$ cat config.mk
export PLATFORM = sky130hd
export DESIGN_NAME = basket_performance_payoff_core
export DESIGN_NICKNAME = d
export VERILOG_FILES = /design/src/bpp_pkg.sv /design/src/bpp_ctrl.sv /design/src/bpp_datapath.sv /design/src/basket_performance_payoff_core.sv
export SDC_FILE = /design/constraint.sdc
export NUM_CORES = 2
export LEC_CHECK = 0
export BUFFER_PORTS_ARGS = -buffer_cell sky130_fd_sc_hd__buf_4
export CAP_MARGIN = 0
export CORE_UTILIZATION = 35
export DETAILED_ROUTE_END_ITERATION = 8
export SYNTH_ARGS = -nofsm -noshare
export SYNTH_HDL_FRONTEND = slang
export SYNTH_SLANG_ARGS = --single-unit
$ cat constraint.sdc
create_clock -name clk -period 18.2 [get_ports clk]
set_input_delay 1.82 -clock clk [delete_from_list [all_inputs] [get_ports clk]]
set_output_delay 1.82 -clock clk [all_outputs]
set_load 0.005 [all_outputs]
$ cat src/bpp_pkg.sv
// ----------------------------------------------------------------------------
// bpp_pkg
// Shared widths, constants and controller/datapath interface types for the
// basket performance payoff core.
// ----------------------------------------------------------------------------
`default_nettype none

package bpp_pkg;

  localparam int SPOT_W      = 32;
  localparam int WEIGHT_W    = 16;
  localparam int NUM_WEIGHTS = 8;
  localparam int IDX_W       = 3;
  localparam int CFG_ADDR_W  = 4;
  localparam int PROD_W      = SPOT_W + WEIGHT_W + 1;
  localparam int ACC_W       = 64;
  localparam int FRAC_W      = 16;
  localparam int SUM_W       = 40;
  localparam int OUT_W       = 32;
  localparam int INT_W       = SUM_W - FRAC_W;
  localparam int DIV_STEPS   = SUM_W;
  localparam int DIV_CNT_W   = $clog2(DIV_STEPS);

  localparam int MAX_ASSETS_DEF = 8;

  localparam logic [SUM_W-1:0] ONE_Q16 = SUM_W'(1) << FRAC_W;
  localparam logic [SUM_W-1:0] SUM_MAX = '1;
  localparam logic [OUT_W-1:0] OUT_MAX = '1;

  typedef struct packed {
    logic load;
    logic accum;
    logic check;
    logic div_step;
    logic add;
    logic emit;
  } dp_cmd_t;

  typedef struct packed {
    logic close;
    logic end_path;
    logic div_go;
    logic out_free;
  } dp_stat_t;

endpackage

`default_nettype wire

$ cat src/bpp_ctrl.sv
// ----------------------------------------------------------------------------
// bpp_ctrl
// Sequencer: accept a word, accumulate it, close the date (check, divide,
// add) and hand the payoff to the output register at path end.
// ----------------------------------------------------------------------------
`default_nettype none

module bpp_ctrl (
  input  wire                 clk,
  input  wire                 rst,
  input  wire                 in_valid,
  output logic                in_ready,
  input  bpp_pkg::dp_stat_t   stat,
  output bpp_pkg::dp_cmd_t    cmd
);

  typedef enum logic [2:0] {
    ST_IDLE,
    ST_ACC,
    ST_CHECK,
    ST_DIV,
    ST_ADD,
    ST_EMIT
  } state_t;

  state_t                         state;
  logic [bpp_pkg::DIV_CNT_W-1:0]  div_cnt;

  assign in_ready = (state == ST_IDLE);

  always_comb begin
    cmd          = '0;
    cmd.load     = in_ready && in_valid;
    cmd.accum    = (state == ST_ACC);
    cmd.check    = (state == ST_CHECK);
    cmd.div_step = (state == ST_DIV);
    cmd.add      = (state == ST_ADD);
    cmd.emit     = (state == ST_EMIT) && stat.out_free;
  end

  always_ff @(posedge clk) begin
    if (rst) begin
      state   <= ST_IDLE;
      div_cnt <= '0;
    end else begin
      unique case (state)
        ST_IDLE: begin
          if (in_valid) state <= ST_ACC;
        end
        ST_ACC: begin
          state <= stat.close ? ST_CHECK : ST_IDLE;
        end
        ST_CHECK: begin
          div_cnt <= bpp_pkg::DIV_CNT_W'(bpp_pkg::DIV_STEPS - 1);
          state   <= stat.div_go ? ST_DIV : ST_ADD;
        end
        ST_DIV: begin
          if (div_cnt == '0) begin
            state <= ST_ADD;
          end else begin
            div_cnt <= div_cnt - 1'b1;
          end
        end
        ST_ADD: begin
          state <= stat.end_path ? ST_EMIT : ST_IDLE;
        end
        ST_EMIT: begin
          if (stat.out_free) state <= ST_IDLE;
        end
        default: state <= ST_IDLE;
      endcase
    end
  end

`ifndef SYNTHESIS
  a_div_ends: assert property (@(posedge clk) disable iff (rst)
    (state == ST_DIV && div_cnt == '0) |=> (state == ST_ADD))
    else $error("divider did not hand over to add");

  a_emit_free: assert property (@(posedge clk) disable iff (rst)
    cmd.emit |-> stat.out_free)
    else $error("emit while output register busy");

  a_load_acc: assert property (@(posedge clk) disable iff (rst)
    cmd.load |=> (state == ST_ACC && !in_ready))
    else $error("accepted word not accumulated");
`endif

endmodule

`default_nettype wire

$ cat src/bpp_datapath.sv
// ----------------------------------------------------------------------------
// bpp_datapath
// Weight registers, multiply-accumulate, period return by restoring
// division (one quotient bit per cycle), payoff sum and output register.
// ----------------------------------------------------------------------------
`default_nettype none

module bpp_datapath #(
  parameter int MAX_ASSETS = bpp_pkg::MAX_ASSETS_DEF
) (
  input  wire                                   clk,
  input  wire                                   rst,
  input  wire                                   cfg_we,
  input  wire  [bpp_pkg::CFG_ADDR_W-1:0]        cfg_addr,
  input  wire  [bpp_pkg::WEIGHT_W-1:0]          cfg_wdata,
  input  wire  [bpp_pkg::SPOT_W-1:0]            in_spot,
  input  wire                                   in_last_in_date,
  input  wire                                   in_last_of_path,
  input  bpp_pkg::dp_cmd_t                      cmd,
  output bpp_pkg::dp_stat_t                     stat,
  output logic                                  out_valid,
  input  wire                                   out_ready,
  output logic [bpp_pkg::OUT_W-1:0]             out_payoff,
  output logic                                  out_bad
);

  localparam int ACC_W = bpp_pkg::ACC_W;
  localparam int SUM_W = bpp_pkg::SUM_W;
  localparam int INT_W = bpp_pkg::INT_W;
  localparam int FRAC_W = bpp_pkg::FRAC_W;
  localparam int PROD_W = bpp_pkg::PROD_W;

  logic signed [bpp_pkg::WEIGHT_W-1:0] weight [bpp_pkg::NUM_WEIGHTS];
  logic [bpp_pkg::IDX_W-1:0]           idx;
  logic signed [PROD_W-1:0]            product;
  logic signed [ACC_W-1:0]             basket;
  logic signed [ACC_W-1:0]             prev;
  logic                                have_prev;
  logic                                err;
  logic [SUM_W-1:0]                    payoff_sum;
  logic                                end_date;
  logic                                end_path;
  logic [ACC_W-1:0]                    den;
  logic [ACC_W-1:0]                    rem;
  logic [SUM_W-1:0]                    dvd;
  logic [SUM_W-1:0]                    quot;

  logic signed [PROD_W-1:0]            mul;
  logic [ACC_W-1:0]                    num;
  logic [SUM_W-1:0]                    num_hi;
  logic                                prev_pos;
  logic                                rising;
  logic                                ovf;
  logic [ACC_W:0]                      rem_sh;
  logic                                rem_ge;
  logic [SUM_W:0]                      sum_ext;

  assign mul      = $signed({1'b0, in_spot}) * weight[idx];
  assign num      = ACC_W'(basket - prev);
  assign num_hi   = num[ACC_W-1:INT_W];
  assign prev_pos = (prev > $signed(ACC_W'(0)));
  assign rising   = (basket >= prev);
  assign ovf      = ({{(ACC_W-SUM_W){1'b0}}, num_hi} >= $unsigned(prev));
  assign rem_sh   = {rem, dvd[SUM_W-1]};
  assign rem_ge   = (rem_sh >= {1'b0, den});
  assign sum_ext  = {1'b0, payoff_sum} + {1'b0, quot};

  assign stat.close    = end_date || end_path;
  assign stat.end_path = end_path;
  assign stat.div_go   = have_prev && prev_pos && rising && !ovf;
  assign stat.out_free = !out_valid || out_ready;

  always_ff @(posedge clk) begin
    if (rst) begin
      for (int i = 0; i < bpp_pkg::NUM_WEIGHTS; i++) weight[i] <= '0;
    end else if (cfg_we && cfg_addr < bpp_pkg::CFG_ADDR_W'(bpp_pkg::NUM_WEIGHTS)) begin
      weight[cfg_addr[bpp_pkg::IDX_W-1:0]] <= cfg_wdata;
    end
  end

  // payload registers
  always_ff @(posedge clk) begin
    if (cmd.load) begin
      product  <= mul;
      end_date <= in_last_in_date;
      end_path <= in_last_of_path;
    end
    if (cmd.check) begin
      den  <= $unsigned(prev);
      rem  <= {{(ACC_W-SUM_W){1'b0}}, num_hi};
      dvd  <= {num[INT_W-1:0], {FRAC_W{1'b0}}};
      quot <= (have_prev && prev_pos && rising && ovf) ? bpp_pkg::SUM_MAX : '0;
    end
    if (cmd.div_step) begin
      rem  <= rem_ge ? ACC_W'(rem_sh - {1'b0, den}) : rem_sh[ACC_W-1:0];
      dvd  <= dvd << 1;
      quot <= {quot[SUM_W-2:0], rem_ge};
    end
    if (cmd.emit) begin
      out_payoff <= (|payoff_sum[SUM_W-1:bpp_pkg::OUT_W]) ? bpp_pkg::OUT_MAX
                                                          : payoff_sum[bpp_pkg::OUT_W-1:0];
      out_bad    <= err;
    end
  end

  // path state
  always_ff @(posedge clk) begin
    if (rst || cmd.emit) begin
      idx        <= '0;
      basket     <= '0;
      prev       <= '0;
      have_prev  <= 1'b0;
      err        <= 1'b0;
      payoff_sum <= bpp_pkg::ONE_Q16;
    end else begin
      if (cmd.accum) begin
        basket <= basket + {{(ACC_W-PROD_W){product[PROD_W-1]}}, product};
        idx    <= (idx == bpp_pkg::IDX_W'(MAX_ASSETS - 1)) ? '0 : idx + 1'b1;
      end
      if (cmd.check) begin
        if (have_prev && !prev_pos) err <= 1'b1;
        prev      <= basket;
        basket    <= '0;
        have_prev <= 1'b1;
        idx       <= '0;
      end
      if (cmd.add) begin
        payoff_sum <= sum_ext[SUM_W] ? bpp_pkg::SUM_MAX : sum_ext[SUM_W-1:0];
      end
    end
  end

  always_ff @(posedge clk) begin
    if (rst) begin
      out_valid <= 1'b0;
    end else if (cmd.emit) begin
      out_valid <= 1'b1;
    end else if (out_ready) begin
      out_valid <= 1'b0;
    end
  end

`ifndef SYNTHESIS
  a_payoff_floor: assert property (@(posedge clk) disable iff (rst)
    payoff_sum >= bpp_pkg::ONE_Q16)
    else $error("payoff sum dropped below one");

  a_rem_bound: assert property (@(posedge clk) disable iff (rst)
    cmd.div_step |-> (rem < den))
    else $error("partial remainder not below divisor");

  a_check_clears: assert property (@(posedge clk) disable iff (rst)
    cmd.check |=> (basket == '0 && have_prev && idx == '0))
    else $error("date close left basket state");
`endif

endmodule

`default_nettype wire

$ cat src/basket_performance_payoff_core.sv
// ----------------------------------------------------------------------------
// basket_performance_payoff_core
// Weighted basket per date, sum of positive period returns, payoff in Q16.16
// with a bad-basket flag at the end of each path.
// ----------------------------------------------------------------------------
// channel   dir  handshake               payload
// s_axis    in   s_axis_tvalid/tready    tdata spot, tuser last_in_date,
//                                        tlast last_of_path
// m_axis    out  m_axis_tvalid/tready    tdata payoff, tuser bad_basket
// cfg       in   cfg_we (no wait)        cfg_addr index, cfg_wdata weight
//
// A word that does not end a date goes through multiply and accumulate.
// A date-ending word then goes through check, divide (when the return is
// divided; the restoring divider yields one quotient bit per cycle) and add.
// A path-ending word adds an emit state and waits there until the output
// register is free.
// Reset (rst, synchronous) clears weights and path state; no clearing pass.
// ----------------------------------------------------------------------------
`default_nettype none

module basket_performance_payoff_core #(
  parameter int MAX_ASSETS = bpp_pkg::MAX_ASSETS_DEF
) (
  input  wire                                clk,
  input  wire                                rst,
  input  wire                                s_axis_tvalid,
  output logic                               s_axis_tready,
  input  wire  [bpp_pkg::SPOT_W-1:0]         s_axis_tdata,   // [31:0] spot
  input  wire                                s_axis_tuser,   // [0] last_in_date
  input  wire                                s_axis_tlast,
  output logic                               m_axis_tvalid,
  input  wire                                m_axis_tready,
  output logic [bpp_pkg::OUT_W-1:0]          m_axis_tdata,   // [31:0] payoff
  output logic                               m_axis_tuser,   // [0] bad_basket
  input  wire                                cfg_we,
  input  wire  [bpp_pkg::CFG_ADDR_W-1:0]     cfg_addr,
  input  wire  [bpp_pkg::WEIGHT_W-1:0]       cfg_wdata
);

  bpp_pkg::dp_cmd_t  cmd;
  bpp_pkg::dp_stat_t stat;

  bpp_ctrl u_ctrl (
    .clk      (clk),
    .rst      (rst),
    .in_valid (s_axis_tvalid),
    .in_ready (s_axis_tready),
    .stat     (stat),
    .cmd      (cmd)
  );

  bpp_datapath #(
    .MAX_ASSETS (MAX_ASSETS)
  ) u_datapath (
    .clk             (clk),
    .rst             (rst),
    .cfg_we          (cfg_we),
    .cfg_addr        (cfg_addr),
    .cfg_wdata       (cfg_wdata),
    .in_spot         (s_axis_tdata),
    .in_last_in_date (s_axis_tuser),
    .in_last_of_path (s_axis_tlast),
    .cmd             (cmd),
    .stat            (stat),
    .out_valid       (m_axis_tvalid),
    .out_ready       (m_axis_tready),
    .out_payoff      (m_axis_tdata),
    .out_bad         (m_axis_tuser)
  );

endmodule

`default_nettype wire

==> flow_metrics.py <==
metrics = {
    "clocking": {
        "cts_tree": "done",
        "cts.htree.levels": 3,
        "clock-sinks": 590,
        "clk_latency_ns": 0.67,
        "path_clk_slew_ns": 0.06,
        "clock_path_buffers": 3,
        "cts_setup_buffers": 0,
        "cts_hold_buf": 0,
        "root_buffer": "clkbuf_16",
        "numCtsBuffers": 71,
        "cts_resized": 0,
    },
    "critical_path": {
        "critical_path.most_common_cell": "fa_1",
        "crit_type": "reg -> reg",
        "path_buf_inv": 5,
        "critPathTopFamily": "adder cells",
        "worstPathArrival_ns": 9.13,
        "worstPathMaxFanout": 32,
        "startpoint_type": "flip-flop",
        "r2r_cells": 26,
        "worstSetupPathDepth": 26,
        "worst_ep_required_time_ns": 18.58,
        "slowest_delay_ns": 0.59,
        "cp-end-kind": "flip-flop",
        "cp_slowest_cell": "mux4_2",
    },
    "synth": {
        "yosys_warnings": 0,
        "synth_area_per_cell_um2": 9.25,
        "syn_area_um2": 54500,
        "synth_top_area_cell": "edfxtp_1",
        "synth.most_common_cell": "nand2_1",
        "synth_nets": 6798,
        "yosysTopAreaCellShare": 0.223,
        "ys_seq_elements": 590,
        "ys_top_cells_by_area": "edfxtp_1, fa_1, ha_1, dfxtp_1, nand2_1",
        "yosysUniqueCellTypes": 99,
        "synth_edf_count": 404,
        "ys_seq_area_frac": 0.291,
        "synth_commonest_cells": "nand2_1, inv_1, a21oi_1",
        "synth_cells": 5888,
        "synthArstFlopShare": 0,
        "ys.flop_type": "edfxtp_1",
    },
    "sta": {
        "min_period_over_period": 0.481,
        "setup_tns_ns": 0,
        "rsz0062_at_grt": "no",
        "period_needed_ns": 8.75,
        "relSlewSlack": 0.340,
        "fin_ws_ns": 9.45,
        "drv_slew": 0,
        "hold_viol": 0,
        "max_freq_mhz": 114,
        "setup_viol": 0,
        "finClkSkew_ns": 0.0449,
        "max_slew.worst_pin.slew_ns": 0.965,
    },
    "global_route": {
        "gr-total-overflow": 0,
        "antenna_found_initial": 0,
        "grt_usage": 0.180,
        "grt_pass1_wl_um": 229000,
        "grt_max_degree": 91,
        "first_global_vias": 41677,
    },
    "run": {
        "max_cap_viol_count": 0,
    },
    "detailed_routing": {
        "drc": 6,
        "wl_per_cell_um": 17.9,
        "drt_iter0_drc": 2453,
        "vias_per_cell": 5.18,
        "first_pass_iters": 7,
        "totalWireLength_um": 142000,
        "vias": 41010,
        "ant_nets": 0,
    },
    "floorplan": {
        "die_w_um": 396,
        "fp.dieH_um": 396,
        "pin_count": 94,
        "rows": 144,
        "start_util": 0.353,
        "core_area_um2": 154000,
        "die_area_um2": 157000,
    },
    "min_path": {
        "holdPathStages": 0,
        "hp-class": "reg -> reg",
    },
    "cells_and_area": {
        "finish.utilization": 0.385,
        "n_fill_cell": 15563,
        "drive_gt1_frac": 0.0742,
        "antenna_cells": 0,
        "area_growth_pct": 8.98,
        "fin_nets": 6726,
    },
    "placed_design": {
        "pre_cts_slack_ns": 9.37,
        "gp_congestion": 0.900,
        "io_buffers": 93,
        "dp_hpwl_um": 108000,
    },
    "run_status": {
        "status": "finished with violations",
        "violations": "design-rule violations",
    },
}
## state kept, by name, indices dropped and copies added, names as in the netlist, named ones only
name and flops:
u_datapath.idx 3, u_ctrl.div_cnt 6, u_datapath.dvd 24, u_ctrl.state 3, u_datapath.err 1, u_datapath.basket 64, u_datapath.rem 64, u_datapath.out_valid 1
u_datapath.weight 128, u_datapath.payoff_sum 40, u_datapath.have_prev 1, u_datapath.product 49, u_datapath.prev 64, u_datapath.out_payoff 32, u_datapath.end_date 1, u_datapath.out_bad 1
u_datapath.end_path 1, u_datapath.den 64, u_datapath.quot 40
## path summary, 6_finish.rpt
| kind | endpoint | slack, ns | startpoint |
|---|---|---|---|
| worst min register to register | u_datapath.den[17] | 0.47 | u_datapath.prev[17] |
| worst max register to register | u_datapath.product[46] | 9.45 | flip-flop |
| worst max-delay path | u_datapath.product[46] | 9.45 | flip-flop |
| worst min-delay path | u_datapath.den[17] | 0.47 | u_datapath.prev[17] |
## worst register-to-register path: cells and delay by family (launching register included)
family	cells	cell delay (ns)
AOI/OAI and AO/OA	10	2.42
xor gates and xnor gates	1	0.09
adders and majority gates	7	3.42
buffers and inverters	5	0.74
DFF	1	0.31
muxes	2	1.17
and+or+nand+nor	1	0.32
## metrics by stage
stage          cell area (µm²)  cells  hold slack (ns)
4_1_cts                  59300   7917            0.478
5_1_grt                  59300   7917            0.501
6_report                 59300   7917            0.473
2_1_floorplan            54500   5888            0.409
3_3_place_gp             56900   7787            0.466
3_5_place_dp             56900   7787            0.473
## final cells by class
type / count / area (µm²) / share of cell area
repair buffers: 128 / 961 / 0.0162
flip-flops and latches: 590 / 15900 / 0.267
multi-input cells: 4304 / 34900 / 0.587
clock buffers: 88 / 1890 / 0.0319
well taps: 2044 / 2560 / 0.0431
inverters: 721 / 2710 / 0.0456
clock inverters: 42 / 512 / 0.00862
## metal layers
layer,wire length (µm),track usage
met5,0,0
met4,4760,0.0632
met3,6410,0.0213
met2,64800,0.295
met1,65700,0.246
## cell usage in the layout (no fill, tap or decap), types with 70 or more instances in the layout
cell type,instances
nor2_1,262
nand4_1,70
fa_1,422
clkbuf_16,72
buf_4,128
a21o_1,181
edfxtp_1,404
xnor2_1,144
xor2_1,108
ha_1,429
nand2_1,740
dfxtp_1,185
nor2b_1,198
o21ai_0,214
inv_1,720
a21oi_1,440
nand2b_1,78
and2_1,217
## cells by family (layout without fill, tap and decap cells)
group / count (synthesis) / after routing / share of synthesized area
simple gates: 1849 / 1849 / 0.165
xor+xnor: 252 / 252 / 0.0405
fa+ha+maj: 851 / 851 / 0.254
mux: 92 / 92 / 0.0247
buf+inv: 994 / 979 / 0.0704
flops: 590 / 590 / 0.291
compound gates: 1260 / 1260 / 0.154
Power is not shown: default switching activity piles up to over one toggle a cycle in this logic, so the estimate is an artifact.
